==> src/hdl/mm4_pkg.sv <==
`timescale 1ns / 1ps
package mm4_pkg;

  localparam int DIM_DEFAULT = 4;
  localparam int ELEM_W      = 32;
  localparam int COORD_W     = 2;
  localparam int OP_W        = 2;
  localparam int QUEUE_DEPTH = 2;
  localparam int PROD_W      = 2 * ELEM_W;
  localparam int FRAC_W      = 16;

  localparam logic [OP_W-1:0] OP_LOAD_FIRST  = 2'd0;
  localparam logic [OP_W-1:0] OP_LOAD_SECOND = 2'd1;
  localparam logic [OP_W-1:0] OP_MULTIPLY    = 2'd2;

  typedef enum logic [1:0] {
    CMD_LOAD_FIRST,
    CMD_LOAD_SECOND,
    CMD_MULTIPLY
  } cmd_kind_t;

  typedef struct packed {
    cmd_kind_t                 kind;
    logic signed [ELEM_W-1:0]  value;
  } cmd_t;

endpackage

==> src/hdl/mm4_front.sv <==
`timescale 1ns / 1ps
module mm4_front #(
  parameter int DIM = mm4_pkg::DIM_DEFAULT
) (
  input  logic                               in_valid,
  output logic                               in_ready,
  input  logic [mm4_pkg::OP_W-1:0]           operation,
  input  logic [mm4_pkg::COORD_W-1:0]        row,
  input  logic [mm4_pkg::COORD_W-1:0]        column,
  input  logic signed [mm4_pkg::ELEM_W-1:0]  element,
  output logic                               push_valid,
  input  logic                               push_ready,
  output mm4_pkg::cmd_t                      push_cmd,
  output logic [$clog2(DIM*DIM)-1:0]         push_idx
);

  localparam int AW = $clog2(DIM * DIM);
  localparam logic [AW-1:0] DIM_A = AW'(DIM);

  logic keep;
  logic in_range;

  assign in_range = (int'(row) < DIM) && (int'(column) < DIM);

  always_comb begin
    push_cmd.value = element;
    push_cmd.kind  = mm4_pkg::CMD_MULTIPLY;
    keep           = 1'b0;
    case (operation)
      mm4_pkg::OP_LOAD_FIRST: begin
        push_cmd.kind = mm4_pkg::CMD_LOAD_FIRST;
        keep          = in_range;
      end
      mm4_pkg::OP_LOAD_SECOND: begin
        push_cmd.kind = mm4_pkg::CMD_LOAD_SECOND;
        keep          = in_range;
      end
      mm4_pkg::OP_MULTIPLY: begin
        push_cmd.kind = mm4_pkg::CMD_MULTIPLY;
        keep          = 1'b1;
      end
      default: begin
        keep = 1'b0;
      end
    endcase
  end

  // drop unused codes and out-of-range loads without touching the queue
  assign push_idx   = AW'(row) * DIM_A + AW'(column);
  assign push_valid = in_valid && keep;
  assign in_ready   = push_ready;

endmodule

==> src/hdl/mm4_queue.sv <==
`timescale 1ns / 1ps
module mm4_queue #(
  parameter int W     = 8,
  parameter int DEPTH = mm4_pkg::QUEUE_DEPTH
) (
  input  logic         clk,
  input  logic         rst,
  input  logic         push_valid,
  output logic         push_ready,
  input  logic [W-1:0] push_data,
  output logic         pop_valid,
  input  logic         pop_ready,
  output logic [W-1:0] pop_data
);

  localparam int PW   = (DEPTH > 1) ? $clog2(DEPTH) : 1;
  localparam int CNTW = $clog2(DEPTH + 1);
  localparam logic [PW-1:0]   PTR_LAST = PW'(DEPTH - 1);
  localparam logic [CNTW-1:0] CNT_FULL = CNTW'(DEPTH);

  logic [W-1:0]    slots [DEPTH];
  logic [PW-1:0]   wr_ptr;
  logic [PW-1:0]   rd_ptr;
  logic [CNTW-1:0] count;
  logic            do_push;
  logic            do_pop;

  assign push_ready = (count != CNT_FULL);
  assign pop_valid  = (count != '0);
  assign pop_data   = slots[rd_ptr];
  assign do_push    = push_valid && push_ready;
  assign do_pop     = pop_valid && pop_ready;

  always_ff @(posedge clk) begin
    if (do_push) begin
      slots[wr_ptr] <= push_data;
    end
  end

  always_ff @(posedge clk) begin
    if (rst) begin
      wr_ptr <= '0;
      rd_ptr <= '0;
      count  <= '0;
    end else begin
      if (do_push) begin
        wr_ptr <= (wr_ptr == PTR_LAST) ? '0 : wr_ptr + 1'b1;
      end
      if (do_pop) begin
        rd_ptr <= (rd_ptr == PTR_LAST) ? '0 : rd_ptr + 1'b1;
      end
      if (do_push && !do_pop) begin
        count <= count + 1'b1;
      end else if (do_pop && !do_push) begin
        count <= count - 1'b1;
      end
    end
  end

endmodule

==> src/hdl/mm4_back.sv <==
`timescale 1ns / 1ps
module mm4_back #(
  parameter int DIM = mm4_pkg::DIM_DEFAULT
) (
  input  logic                               clk,
  input  logic                               rst,
  input  logic                               q_valid,
  output logic                               q_ready,
  input  mm4_pkg::cmd_t                      q_cmd,
  input  logic [$clog2(DIM*DIM)-1:0]         q_idx,
  output logic                               out_valid,
  input  logic                               out_ready,
  output logic [mm4_pkg::COORD_W-1:0]        out_row,
  output logic [mm4_pkg::COORD_W-1:0]        out_column,
  output logic signed [mm4_pkg::ELEM_W-1:0]  product_element,
  output logic                               last
);

  localparam int AW     = $clog2(DIM * DIM);
  localparam int CW     = $clog2(DIM);
  localparam int EW     = mm4_pkg::ELEM_W;
  localparam int PRW    = mm4_pkg::PROD_W;
  localparam int ACC_W  = PRW + $clog2(DIM);
  localparam int SW     = ACC_W - mm4_pkg::FRAC_W;
  localparam int CRW    = mm4_pkg::COORD_W;
  localparam logic [AW-1:0] DIM_A    = AW'(DIM);
  localparam logic [CW-1:0] CNT_LAST = CW'(DIM - 1);

  typedef enum logic {S_IDLE, S_RUN} state_t;

  typedef struct packed {
    logic          valid;
    logic          first_k;
    logic          last_k;
    logic          last_elem;
    logic [CW-1:0] r;
    logic [CW-1:0] c;
  } tag_t;

  state_t        state;
  logic [CW-1:0] r;
  logic [CW-1:0] c;
  logic [CW-1:0] k;
  logic          en;
  logic          wr_a;
  logic          wr_b;
  logic [AW-1:0] a_addr;
  logic [AW-1:0] b_addr;
  tag_t          issue_tag;

  logic signed [EW-1:0]  mem_a [DIM*DIM];
  logic signed [EW-1:0]  mem_b [DIM*DIM];
  logic signed [EW-1:0]  rd_a;
  logic signed [EW-1:0]  rd_b;
  logic signed [PRW-1:0] prod;
  logic signed [ACC_W-1:0] acc;
  logic signed [SW-1:0]  shifted;
  logic                  fits;
  logic signed [EW-1:0]  sat_value;

  tag_t          s1_tag;
  tag_t          s2_tag;
  logic          acc_valid;
  logic          acc_last;
  logic [CW-1:0] acc_r;
  logic [CW-1:0] acc_c;

  // whole pipeline holds while the output word waits
  assign en      = !out_valid || out_ready;
  assign q_ready = (state == S_IDLE);
  assign wr_a    = q_valid && q_ready && (q_cmd.kind == mm4_pkg::CMD_LOAD_FIRST);
  assign wr_b    = q_valid && q_ready && (q_cmd.kind == mm4_pkg::CMD_LOAD_SECOND);
  assign a_addr  = AW'(r) * DIM_A + AW'(k);
  assign b_addr  = AW'(k) * DIM_A + AW'(c);

  always_comb begin
    issue_tag.valid     = (state == S_RUN);
    issue_tag.first_k   = (k == '0);
    issue_tag.last_k    = (k == CNT_LAST);
    issue_tag.last_elem = (r == CNT_LAST) && (c == CNT_LAST);
    issue_tag.r         = r;
    issue_tag.c         = c;
  end

  // sequencer: walk r, c, k with k innermost
  always_ff @(posedge clk) begin
    if (rst) begin
      state <= S_IDLE;
      r     <= '0;
      c     <= '0;
      k     <= '0;
    end else begin
      case (state)
        S_IDLE: begin
          if (q_valid && q_cmd.kind == mm4_pkg::CMD_MULTIPLY) begin
            state <= S_RUN;
            r     <= '0;
            c     <= '0;
            k     <= '0;
          end
        end
        S_RUN: begin
          if (en) begin
            if (k == CNT_LAST) begin
              k <= '0;
              if (c == CNT_LAST) begin
                c <= '0;
                if (r == CNT_LAST) begin
                  r     <= '0;
                  state <= S_IDLE;
                end else begin
                  r <= r + 1'b1;
                end
              end else begin
                c <= c + 1'b1;
              end
            end else begin
              k <= k + 1'b1;
            end
          end
        end
        default: begin
          state <= S_IDLE;
        end
      endcase
    end
  end

  always_ff @(posedge clk) begin
    if (wr_a) begin
      mem_a[q_idx] <= q_cmd.value;
    end
    if (en) begin
      rd_a <= mem_a[a_addr];
    end
  end

  always_ff @(posedge clk) begin
    if (wr_b) begin
      mem_b[q_idx] <= q_cmd.value;
    end
    if (en) begin
      rd_b <= mem_b[b_addr];
    end
  end

  always_ff @(posedge clk) begin
    if (rst) begin
      s1_tag    <= '0;
      s2_tag    <= '0;
      acc_valid <= 1'b0;
      out_valid <= 1'b0;
    end else if (en) begin
      s1_tag    <= issue_tag;
      s2_tag    <= s1_tag;
      acc_valid <= s2_tag.valid && s2_tag.last_k;
      out_valid <= acc_valid;
    end
  end

  always_ff @(posedge clk) begin
    if (en) begin
      prod <= rd_a * rd_b;
      if (s2_tag.valid) begin
        acc      <= s2_tag.first_k ? ACC_W'(prod) : acc + ACC_W'(prod);
        acc_last <= s2_tag.last_elem;
        acc_r    <= s2_tag.r;
        acc_c    <= s2_tag.c;
      end
      out_row         <= CRW'(acc_r);
      out_column      <= CRW'(acc_c);
      last            <= acc_last;
      product_element <= sat_value;
    end
  end

  // floor shift, then clamp to 32 bits
  assign shifted = acc[ACC_W-1:mm4_pkg::FRAC_W];
  assign fits    = (shifted[SW-1:EW-1] == {(SW-EW+1){shifted[EW-1]}});

  always_comb begin
    if (fits) begin
      sat_value = shifted[EW-1:0];
    end else if (shifted[SW-1]) begin
      sat_value = {1'b1, {(EW-1){1'b0}}};
    end else begin
      sat_value = {1'b0, {(EW-1){1'b1}}};
    end
  end

endmodule

==> src/hdl/matrix4x4_multiply.sv <==
`timescale 1ns / 1ps
// Multiplies two DIM x DIM matrices of signed Q16.16 values.
// Input channel (in_valid/in_ready): each word loads one element of the
// first matrix (operation 0) or the second (operation 1) at row/column, or
// requests the product (operation 2). Code 3 and out-of-range loads are
// accepted and dropped. Loads emit nothing.
// Output channel (out_valid/out_ready): a product request yields DIM*DIM
// words in row-major order, last set on the final one. Each element is the
// sum of DIM full products, shifted right by 16 (floor), clamped to 32 bits.
// A two-entry queue sits between the input side and the compute side, so
// words keep being accepted while products are being worked out.
// A load is written into its matrix memory as it is popped. A product request
// is popped, then its terms go one per cycle, while no output word is stalled,
// through a shared multiply-accumulate unit fed by one read port on
// each matrix memory.
// Each term passes the memory read registers, the product register and the
// accumulator; each element, the sum of DIM terms, then goes to the output register.
// When an output word waits with out_ready low, the compute pipeline holds and
// the queue fills; in_ready drops once the queue is full. Nothing is lost.
// Reset empties the queue and pipeline; matrix contents are undefined until
// loaded.
module matrix4x4_multiply #(
  parameter int DIM = mm4_pkg::DIM_DEFAULT
) (
  input  logic                               clk,
  input  logic                               rst,
  input  logic                               in_valid,
  output logic                               in_ready,
  input  logic [mm4_pkg::OP_W-1:0]           operation,
  input  logic [mm4_pkg::COORD_W-1:0]        row,
  input  logic [mm4_pkg::COORD_W-1:0]        column,
  input  logic signed [mm4_pkg::ELEM_W-1:0]  element,
  output logic                               out_valid,
  input  logic                               out_ready,
  output logic [mm4_pkg::COORD_W-1:0]        out_row,
  output logic [mm4_pkg::COORD_W-1:0]        out_column,
  output logic signed [mm4_pkg::ELEM_W-1:0]  product_element,
  output logic                               last
);

  localparam int AW = $clog2(DIM * DIM);
  localparam int QW = $bits(mm4_pkg::cmd_t) + AW;

  logic          push_valid;
  logic          push_ready;
  mm4_pkg::cmd_t push_cmd;
  logic [AW-1:0] push_idx;
  logic          q_valid;
  logic          q_ready;
  logic [QW-1:0] q_data;
  mm4_pkg::cmd_t q_cmd;
  logic [AW-1:0] q_idx;

  mm4_front #(
    .DIM(DIM)
  ) u_front (
    .in_valid   (in_valid),
    .in_ready   (in_ready),
    .operation  (operation),
    .row        (row),
    .column     (column),
    .element    (element),
    .push_valid (push_valid),
    .push_ready (push_ready),
    .push_cmd   (push_cmd),
    .push_idx   (push_idx)
  );

  mm4_queue #(
    .W     (QW),
    .DEPTH (mm4_pkg::QUEUE_DEPTH)
  ) u_queue (
    .clk        (clk),
    .rst        (rst),
    .push_valid (push_valid),
    .push_ready (push_ready),
    .push_data  ({push_cmd, push_idx}),
    .pop_valid  (q_valid),
    .pop_ready  (q_ready),
    .pop_data   (q_data)
  );

  assign q_cmd = q_data[QW-1:AW];
  assign q_idx = q_data[AW-1:0];

  mm4_back #(
    .DIM(DIM)
  ) u_back (
    .clk             (clk),
    .rst             (rst),
    .q_valid         (q_valid),
    .q_ready         (q_ready),
    .q_cmd           (q_cmd),
    .q_idx           (q_idx),
    .out_valid       (out_valid),
    .out_ready       (out_ready),
    .out_row         (out_row),
    .out_column      (out_column),
    .product_element (product_element),
    .last            (last)
  );

endmodule
==> config.mk <==
export PLATFORM = sky130hd
export DESIGN_NAME = matrix4x4_multiply
export DESIGN_NICKNAME = d
export VERILOG_FILES = /design/src/hdl/mm4_pkg.sv /design/src/hdl/mm4_front.sv /design/src/hdl/mm4_queue.sv /design/src/hdl/mm4_back.sv /design/src/hdl/matrix4x4_multiply.sv
export SDC_FILE = /design/constraint.sdc
export NUM_CORES = 2
export LEC_CHECK = 0
export ABC_AREA = 1
export BUFFER_PORTS_ARGS = -buffer_cell sky130_fd_sc_hd__buf_2
export CAP_MARGIN = 20
export CORE_MARGIN = 4
export CORE_UTILIZATION = 40
export CTS_CLUSTER_SIZE = 10
export DETAILED_ROUTE_END_ITERATION = 7
export SYNTH_ARGS = -nofsm -noshare
export SYNTH_HDL_FRONTEND = slang
export SYNTH_SLANG_ARGS = --single-unit
==> constraint.sdc <==
create_clock -name clk -period 15.8 [get_ports clk]
set_input_delay 3.95 -clock clk [delete_from_list [all_inputs] [get_ports clk]]
set_output_delay 3.95 -clock clk [all_outputs]
set_load 0.005 [all_outputs]
# After elaboration in Yosys (flattened, before gate mapping)
# Memories as Yosys holds them, arrays and structs flattened. A register that Yosys moved wholly into a read port is not among the register bits.
# Index checks and enable logic that the tools add are counted.
totals:
  regBits: 201
  ramBits: 1100
  input_bits: 42
  output_inout_bits: 39
  word_cells: 119
  memories: 3
mem_list:
  columns: ["name", "words", "width", "read_ports", "rd_clocked_by_memory_dff", "wr", "line", "rtl"]
  rows:
  - ["u_back.mem_a", 16, 32, 1, 1, 1, "mm4_back.sv:51", "logic signed [EW-1:0] mem_a [DIM*DIM];"]
  - ["u_back.mem_b", 16, 32, 1, 1, 1, "mm4_back.sv:52", "logic signed [EW-1:0] mem_b [DIM*DIM];"]
  - ["u_queue.slots", 2, 38, 1, 1, 1, "mm4_queue.sv:21", "logic [W-1:0] slots [DEPTH];"]
classes:
  n_addsub: 11
  mul: 1
  n_eq_ne: 13
  n_mux: 36
  bitwise: 1
  n_reduce_logical: 24
op_table:
  columns: ["operator", "n"]
  rows:
  - ["adder 66 x 64 -> 66 bit", 1]
  - ["2-to-1 mux 66 bit", 1]
  - ["multiplier 32 x 32 -> 64 bit", 1]
  - ["2-to-1 mux 32 bit", 2]
  - ["2-to-1 mux 2 bit", 12]
  - ["equality test 18 bit", 1]
  - ["2-to-1 mux 1 bit", 16]
  - ["one-hot mux 2 bit (2 select lines)", 4]
  - ["adder 4 x 2 -> 4 bit", 3]
  - ["equality test 2 bit, second input constant", 5]
  - ["logical AND 1 bit", 10]
  - ["!= test 2 bit, second input constant", 5]
  - ["adder 2 x 1 -> 2 bit, second input constant", 4]
  - ["zero test 2 bit", 3]
  - ["equality test 2 x 1 -> 1 bit, second input constant", 2]
  - ["AND reduction 2 bit", 2]
  - ["AND reduction 4 bit", 1]
  - ["nonzero test 2 bit", 2]
  - ["zero test 1 bit", 3]
  - ["AND reduction 3 bit", 1]
  - ["OR reduction 3 bit", 1]
  - ["adder 1 bit, second input constant", 2]
  - ["one-hot mux 1 bit (2 select lines)", 1]
  - ["subtractor 2 x 1 -> 2 bit, second input constant", 1]
  - ["2 further kinds", 2]

# Logic depth before layout (Yosys ltp)
depth:
  depth_word: 9
  ltp_mapped: 32

# Hierarchy
# Synthesis repeated with hierarchy kept, for this count alone.
hier_totals:
  cells_unflattened: 9358
  area_unflattened_um2: 95556.6
modules_own_cells:
  columns: ["mod", "instances", "cells_per_inst", "area_each_um2", "seq_area_each_um2"]
  rows:
  - ["mm4_back", 1, 9161, 92195.9, 38336.8]
  - ["mm4_queue", 1, 155, 3062.9, 2382.3]
  - ["mm4_front", 1, 42, 297.8, 0.0]

# Worst setup path before layout
# No wires, ideal clock.
synth_path:
  path_kind: "input -> register"
  from: "input port out_ready"
  to: "register u_back.s1_tag[0] in the netlist's numbering"
  setup_ns: 0.351
  arrival_time_ns: 9.224
  path_slack_ns: 6.225
  stages: 5
  n_path_buf: 2
  cell_sequence: "nor2_2 -> inv_1 -> clkbuf_1 -> clkbuf_1 -> a21oi_1"
synth_via:
  elab_chain_cells: 1
synth_rtl:
  columns: ["element", "line", "rtl"]
  rows:
  - ["from (decl)", "matrix4x4_multiply.sv:34", "input logic out_ready,"]
  - ["logical OR 1 bit", "mm4_back.sv:69", "assign en = !out_valid || out_ready;"]
  - ["net u_back.en", "mm4_back.sv:44", "logic en;"]
  - ["to (signal assigned)", "mm4_back.sv:154", "s1_tag <= issue_tag;"]
  - ["to (decl)", "mm4_back.sv:61", "tag_t s1_tag;"]
# The timed path passes the listed nets, and every way through them passes these cells.
# A chain may end at the register's enable or synchronous reset.

# Worst setup path in the final report
layout_path:
  from: "register u_back.rd_b[5], read port of u_back.mem_b"
  to: "register u_back.prod[61], data pin"
layout_via:
  elab_chain_cells: 1
layout_rtl:
  columns: ["element", "line", "rtl"]
  rows:
  - ["from (decl)", "mm4_back.sv:54", "logic signed [EW-1:0] rd_b;"]
  - ["multiplier 32 x 32 -> 64 bit", "mm4_back.sv:163", "prod <= rd_a * rd_b;"]
  - ["to (signal assigned)", "mm4_back.sv:163", null]
  - ["to (decl)", "mm4_back.sv:55", "logic signed [PRW-1:0] prod;"]
# No other way between the ends.

==> run metrics <==
reg2reg setup slack 7.47 ns; first-pass GRT wire length 411,700 um; non-filler instance count after layout 12,510; routability cong. 0.9435; gr usage total 21.90%; CTS Buf Count 161; Synth Register Bits 1,366; clock transition at the registers of the reported paths 0.06 ns; setup violators final 0; worst-path maximum fanout 32; root buffer cell clkbuf_16; Top Ports 81; Area growth syn-to-layout 9.231%; chip width 495.7 um; post-synth top area share 42.17%; Post-CTS Setup Inserts 0; gr ovfl total 0; Placed Cells incl. Taps 12,260; status complete, no violations; Core Region 235,900 sq um; Antenna Nets Post-Route 0; synth top area cells edfxtp_1 (42%), fa_1 (23%), inv_1 (7.3%); CTS tree done; max-slew violation count 0; worst-case clock buffer depth 3; nets@finish 10,660; die area 245,700 sq um; fmax 120.0 MHz; Netlist cell types 56; Mapped Avg Cell Area 10.19 sq um; synth warn 0; Final period util 52.74%; critical path type flop to flop; Worst Hold Class flop to flop; CP max-delay cell fa_1; pin count of the biggest net entering global routing 145; top cells by count, synth inv_1 (1,850), nand2_1 (1,841), edfxtp_1 (1,336); Worst-Margin Slew 1.138 ns; Seq/Total Area, Yosys 42.80%; synthesized cell area 95,130 sq um; vias in the first global route 69,050; WL final 268,500 um; Post-Route Skew 0.06311 ns; slowest stage delay, CP 0.80 ns; vias per std cell 5.229; Post-Route Setup TNS 0 ns; Rows 178; post-synth top area cell edfxtp_1; initial drt markers 5,634; Chip Height 495.7 um; Skew-Pair Late Insertion Delay 0.80 ns; Starting Density 40.33%; DRC viols 0; CTS resizes 0; post-layout min period 8.333 ns; relative slew slack 24.13%; CP required 16.33 ns; Num Clock Sinks 1,366; PortBufs 80; hold_buf cts 0; synthesized net count 10,720; Startpoint Class flop; layout cells sized above 1 5.822%; Mapped Cells 9,338; Async SR Flop Fraction 0%; Post-synth EDFFs 1,336; wire per inst 21.46 um; top-count cell post-synth inv_1; drt first pass iters 6; H-tree levels 4; Max-Cap Viols 0; Arrival @ worst endpoint 8.87 ns; CP Capture Type flop; Final Hold Viols 0; Top FF cell, synth edfxtp_1; initial antenna violation count 4; unrepaired setup endpoints after global routing no; DP HPWL 183,100 um; via count 65,430
## area by class of cell
type / instances / area [sq um]
Inverter: 1857 / 6993
Clock buffer: 216 / 4267
Timing Repair Buffer: 209 / 1434
Multi-Input combinational cell: 5684 / 45950
Antenna cell: 3 / 7.507
Fill cell: 22000 / 131900
Clock inverter: 29 / 584.3
Tap cell: 3150 / 3941
Sequential cell: 1366 / 40740
## placed cells by master, fill, tap and decap left out, types with 14 or more instances in the layout
master | netlist | routed
a21oi_1 | 193 | 193
buf_2 | 77 | 80
buf_4 | 17 | 125
clkbuf_1 | 331 | 53
clkbuf_16 | 0 | 162
dfxtp_1 | 30 | 22
edfxtp_1 | 1336 | 1336
fa_1 | 1083 | 1083
ha_1 | 254 | 254
inv_1 | 1850 | 1847
mux2_2 | 32 | 32
mux2i_1 | 85 | 85
nand2_1 | 1841 | 1841
nand3_1 | 228 | 227
nand3b_1 | 20 | 20
nand4_1 | 19 | 19
nor2_1 | 835 | 800
nor2_4 | 0 | 35
nor3_1 | 19 | 19
nor4_1 | 14 | 14
o211ai_1 | 79 | 79
o21ai_0 | 512 | 512
o21bai_1 | 30 | 30
o221ai_1 | 180 | 180
o22ai_1 | 33 | 33
o32ai_1 | 43 | 43
or2_2 | 16 | 16
xnor2_1 | 21 | 21
xor2_1 | 47 | 47
## registers in the layout (all words and copies together) (netlist names), 8 cells and up, named ones only
register and count:
u_back.acc 66, u_back.mem_a 512, u_back.mem_b 512, u_back.prod 64
u_back.product_element 32, u_back.rd_a 32, u_back.rd_b 32, u_back.s1_tag 8
u_back.s2_tag 8, u_queue.slots 76
## kinds of logic after synthesis
logic type / share of synthesized area, %
AND/OR/NAND/NOR: 12.63
buffers and inverters: 9.196
flip-flops: 42.80
adder cells (fa/ha/maj): 26.13
AO/OA/AOI/OAI: 7.340
multiplexers: 1.273
XOR/XNOR: 0.6261
## per-layer routing
metal	vias up	track usage (%)	share of wire [%]
met3	469	3.173	6.4
met1	33130	28.43	41
li1	29630	-	-
met4	2	7.101	3.2
met2	2206	37.83	49
met5	-	0	0.0048
## critical path: cells and delay by family, from the launching register on
kind	cells	cell delay [ns]
buf+inv	9	1.63
compound gates	5	1.00
fa+ha+maj	9	4.63
simple gates	5	0.51
flops	1	0.32
## final timing paths
path	startpoint	depth (start not counted)	endpoint
min	u_back.s2_tag[4]	0	u_back.acc_last
max	u_back.rd_b[5]	28	u_back.prod[61]
min reg2reg	u_back.s2_tag[4]	0	u_back.acc_last
max reg2reg	u_back.rd_b[5]	28	u_back.prod[61]
## stage by stage
stage	setup slack, ns	hold slack, ns	utilization [%]	area [sq um]
2_1_floorplan	6.225	0.4003	-	95130
3_3_place_gp	7.025	0.4050	41.97	98980
3_5_place_dp	6.954	0.4106	41.97	98980
4_1_cts	6.960	0.4174	44.02	103800
5_1_grt	6.931	0.4282	44.06	103900
6_report	7.467	0.4188	44.06	103900
Power is not shown: default switching activity piles up to over one toggle a cycle in this logic, so the estimate is an artifact.
